--- config.mk ---
export PLATFORM = sky130hd
export DESIGN_NAME = bpa_ram
export DESIGN_NICKNAME = d
export VERILOG_FILES = /design/src/rtl/bpa_ram.sv
export SDC_FILE = /design/constraint.sdc
export NUM_CORES = 1
export LEC_CHECK = 0
export BUFFER_PORTS_ARGS = -buffer_cell sky130_fd_sc_hd__clkbuf_2
export CORE_ASPECT_RATIO = 1.2
export CORE_MARGIN = 2
export CORE_UTILIZATION = 60
export DETAILED_ROUTE_END_ITERATION = 10
export PLACE_DENSITY = 0.83
export SLEW_MARGIN = 15
export SYNTH_ARGS = -nofsm -noshare
export SYNTH_HDL_FRONTEND = slang
export SYNTH_SLANG_ARGS = --single-unit
--- constraint.sdc ---
create_clock -name clock -period 4.2 [get_ports clock]
set_input_delay 0.21 -clock clock [delete_from_list [all_inputs] [get_ports clock]]
set_output_delay 0.21 -clock clock [all_outputs]
set_load 0.02 [all_outputs]
--- src/rtl/bpa_ram.sv ---
// Generic single-port-write, registered-read RAM.
`default_nettype none
module bpa_ram #(
   parameter int WIDTH = 8,
   parameter int DEPTH = 16
) (
   input  wire logic                     clock,
   input  wire logic                     we,
   input  wire logic [$clog2(DEPTH)-1:0] addr,
   input  wire logic [WIDTH-1:0]         wdata,
   output logic      [WIDTH-1:0]         rdata
);

   logic [WIDTH-1:0] mem_ff [DEPTH];
   logic [WIDTH-1:0] rdata_ff;

   always_ff @(posedge clock) begin
      if (we) begin
         mem_ff[addr] <= wdata;
      end
      rdata_ff <= mem_ff[addr];
   end

   assign rdata = rdata_ff;

endmodule
`default_nettype wire

After elaboration in Yosys (flattened, before gate mapping)
Memory sizes are Yosys's and may differ from the RTL's. A register that Yosys moved wholly into a read port is not among the register bits. Index checks and enable logic that the tools add are counted.

Multiplexer cells: 2.

Operator list (count): two-way mux 1 bit (2).

Memory bits (writable): 128. Bits of input ports: 14. Output and inout port bits: 8. Memories kept: 1. Bits in registers: 0.

Memory list: mem_ff (depth 16, bits a word 8, rd ports 1, clocked after memory_dff 1, write ports 1, RTL line 14) `logic [WIDTH-1:0] mem_ff [DEPTH];`.

Logic depth before layout (Yosys ltp)
Word-level depth: 2. Mapped depth: 5. Gate-level depth less buffers: 3.

Least setup slack after synthesis
OpenSTA, ideal clock, no wires.

Kind: input port to flip-flop. Start point: input addr[2]. End point: memory mem_ff[0][0] (enable). Setup time: 0.383 ns. Path buffers: 0. Cell stages on the path: 2. Path slack: 2.497 ns. Data arrival time: 1.320 ns. Cell sequence: or3b_2 nor3_1.

RTL lines: start: declaration (RTL line 9) `input wire logic [$clog2(DEPTH)-1:0] addr,`; end: declaration (RTL line 14).

Straight into the memory's write port.

Worst setup path after layout
Start point: input addr[1]. End point: memory mem_ff[14][3] (enable).

Straight into the memory's write port.

==> insert_results.sql <==
INSERT INTO impl_metrics (metric_group, metric, value, unit) VALUES
('routing', 'routed_via_density', '5.964', ''),
('routing', 'remaining_drc_errors', '0', ''),
('yosys', 'synthMostInstantiatedCell', 'sky130_fd_sc_hd__edfxtp_1', ''),
('clocking', 'cts_tree', 'yes', ''),
('yosys', 'synth_async_sr_flop_share', '0', ''),
('timing', 'min_period', '1862', 'ps'),
('run_status', 'outcome', 'finished clean', ''),
('yosys', 'post_synth_main_area_contributors', 'sky130_fd_sc_hd__edfxtp_1 (76%), sky130_fd_sc_hd__mux4_2 (14%), sky130_fd_sc_hd__dfxtp_1 (3.2%), sky130_fd_sc_hd__a22oi_1 (2.4%), sky130_fd_sc_hd__nor2_1 (0.96%)', ''),
('timing', 'unrepaired_setup_endpoints_after_global_routing', 'false', ''),
('clocking', 'cts.htree.levels', '4', ''),
('setup_path', 'critical_path.endpoint_type', 'flop', ''),
('flow_run', 'maxCapViolations', '0', ''),
('routing', 'drt_first_pass_iters', '4', ''),
('cells_and_area', 'final_area', '5917', 'um2'),
('yosys', 'synth-warning-count', '0', ''),
('power_and_ir_drop', 'seqPwrFrac', '0.476', ''),
('yosys', 'synth_area_per_cell', '22.03', 'um2'),
('clocking', 'cts_hold_bufs', '0', ''),
('power_and_ir_drop', 'power_density', '542.1', 'nW/um2'),
('floorplan', 'die_w', '87.89', 'um'),
('global_routing', 'grt_start_max_net_pins', '40', ''),
('power_and_ir_drop', 'totalPowerFinal', '3.208', 'mW'),
('yosys', 'area_share_of_the_leading_cell_type_in_the_synthesized_netlist', '0.7585', ''),
('routing', 'routed_wirelength', '9464', 'um'),
('clocking', 'worstSkewPairLatency', '510', 'ps'),
('power_and_ir_drop', 'leakage', '1.938', 'nW'),
('cells_and_area', 'post_route_cells_drive_above_1_share', '0.3273', ''),
('power_and_ir_drop', 'p_sw_frac', '0.1945', ''),
('yosys', 'netlist_area', '5067', 'um2'),
('yosys', 'synth_sequential_area_ratio', '0.7901', ''),
('setup_path', 'crit_type', 'primary input to flop', ''),
('min_path', 'hp-class', 'primary input to flop', ''),
('yosys', 'synth.lib_cells_used.distinct', '18', ''),
('placement', 'globalplace.congestion', '0.7710', ''),
('cells_and_area', 'design.final.nets', '276', ''),
('routing', 'antenna_violating_nets_post_route', '0', ''),
('setup_path', 'start_kind', 'primary input', ''),
('timing', 'worst_pin_slew', '1067', 'ps'),
('floorplan', 'initial_utilization', '0.6215', ''),
('clocking', 'postCtsSetupRepairBufs', '0', ''),
('placement', 'placed_area', '5278', 'um2'),
('timing', 'report.final.hold_viol_count', '0', ''),
('clocking', 'cts-root-buf', 'sky130_fd_sc_hd__clkbuf_8', ''),
('yosys', 'postSynthRegisterBits', '136', ''),
('timing', 'final_critical_path_setup_slack', '2338', 'ps'),
('yosys', 'synth_cells', '230', ''),
('global_routing', 'grt_first_pass_wirelength', '14530', 'um'),
('routing', 'detail_route.iter0.violations', '182', ''),
('floorplan', 'rows', '36', ''),
('placement', 'dpl.hpwl', '5859', 'um'),
('yosys', 'cell_types_with_the_highest_counts_after_synthesis', 'sky130_fd_sc_hd__edfxtp_1 (128), sky130_fd_sc_hd__mux4_2 (32), sky130_fd_sc_hd__a22oi_1 (16), sky130_fd_sc_hd__nor2_1 (13), sky130_fd_sc_hd__nand2_1 (9)', ''),
('cells_and_area', 'syn_to_final_growth', '16.77', '%'),
('setup_path', 'critPathRequiredTime', '4340', 'ps'),
('timing', 'timing.setup.tns', '0', 'ps'),
('routing', 'drt-wirelength-per-cell', '24.33', 'um'),
('yosys', 'mappedNetlistNets', '244', ''),
('cells_and_area', 'antenna-diode-count', '0', ''),
('power_and_ir_drop', 'power.switching', '0.6237', 'mW'),
('global_routing', 'gr-usage-all-layers', '0.2317', ''),
('power_and_ir_drop', 'power.internal', '2.584', 'mW'),
('timing', 'finalMaxSlewViolations', '0', ''),
('timing', 'layout_worst_path_cycle_share', '0.4433', ''),
('placement', 'dp_slack', '1762', 'ps'),
('clocking', 'cts_buffer_depth', '2', ''),
('cells_and_area', 'fillerInstances', '455', ''),
('power_and_ir_drop', 'power.share.combinational', '0.045', ''),
('clocking', 'ctsResizeCount', '0', ''),
('power_and_ir_drop', 'vdd_ir_drop_max', '0.6114', 'mV'),
('floorplan', 'design.die.area', '9199', 'um2'),
('setup_path', 'timing.critical_path.fanout_max', '39', ''),
('yosys', 'synth_ff_type', 'sky130_fd_sc_hd__edfxtp_1', '');
worst paths after layout:
check | start | end | slack, ps | cells past startpoint
worst max register to register | mem_ff[5][0] | rdata[0] | 2800 | 3
worst max-delay path | addr[1] | mem_ff[14][3] | 2340 | 3
worst min register to register | mem_ff[14][0] | rdata[0] | 670 | 3
worst min-delay path | wdata[5] | mem_ff[1][5] | 110 | 1
cell usage in the layout (no fill, tap or decap), types with 3 or more instances in the layout:
master	n
sky130_fd_sc_hd__dfxtp_1	8
sky130_fd_sc_hd__nand2_1	9
sky130_fd_sc_hd__clkinvlp_4	3
sky130_fd_sc_hd__edfxtp_1	128
sky130_fd_sc_hd__a22oi_1	16
sky130_fd_sc_hd__clkbuf_16	16
sky130_fd_sc_hd__mux4_2	32
sky130_fd_sc_hd__clkbuf_2	21
sky130_fd_sc_hd__bufinv_16	4
sky130_fd_sc_hd__clkbuf_8	4
sky130_fd_sc_hd__buf_4	3
sky130_fd_sc_hd__nor2_1	13
logic make-up (layout without fill, tap and decap cells):
logic type / after synthesis / after routing / share of synthesized area
AO/OA/AOI/OAI: 16 / 16 / 0.02370
AND/OR/NAND/NOR: 35 / 35 / 0.03210
multiplexers: 32 / 32 / 0.1422
buffers and inverters: 11 / 56 / 0.01185
flip-flops: 136 / 136 / 0.7901
per-layer routing:
layer / routed length [um] / GRT usage / up-vias
met5: 0 / 0 / -
met4: 268 / 0.1000 / 0
met3: 508 / 0.07188 / 16
met2: 5089 / 0.3723 / 92
met1: 3597 / 0.2911 / 1186
li1: - / - / 1026
area by class of cell:
cell class / instances / area (um2) / share of cell area
sequential: 136 / 4004 / 0.6767
clock inverter: 11 / 170.2 / 0.02876
clock buffer: 21 / 459.2 / 0.07761
multi-input combinational: 83 / 1013 / 0.1713
tap: 114 / 142.6 / 0.02411
timing repair buffer: 24 / 127.6 / 0.02157
critical path: stages:
cell and delay, ps:
sky130_fd_sc_hd__clkbuf_2 780, sky130_fd_sc_hd__nand2b_1 260, sky130_fd_sc_hd__nor2_1 730
stage by stage:
stage / hold WS, ps / instances / utilization
final: 112.4 / 389 / 0.7258
after global placement: 598.5 / 357 / 0.6473
after global routing: 133.4 / 389 / 0.7258
after floorplan: 308.9 / 230 / -
after CTS: 83.62 / 389 / 0.7245
after detailed placement: 624.0 / 357 / 0.6473
power groups by stage:
stage	Combinational (mW)	Sequential [mW]	Clock, mW
finish	0.143	1.53	1.54
CTS	0.143	1.53	1.56
global placement	0.138	1.55	0
detailed placement	0.142	1.56	0
floorplan	0.0782	1.56	0
global route	0.154	1.53	1.61
sequential cells by signal (all words and copies together) (netlist names):
| register | cells |
|---|---|
| mem_ff | 128 |
| rdata | 8 |
(Power assumes the default switching activity.)
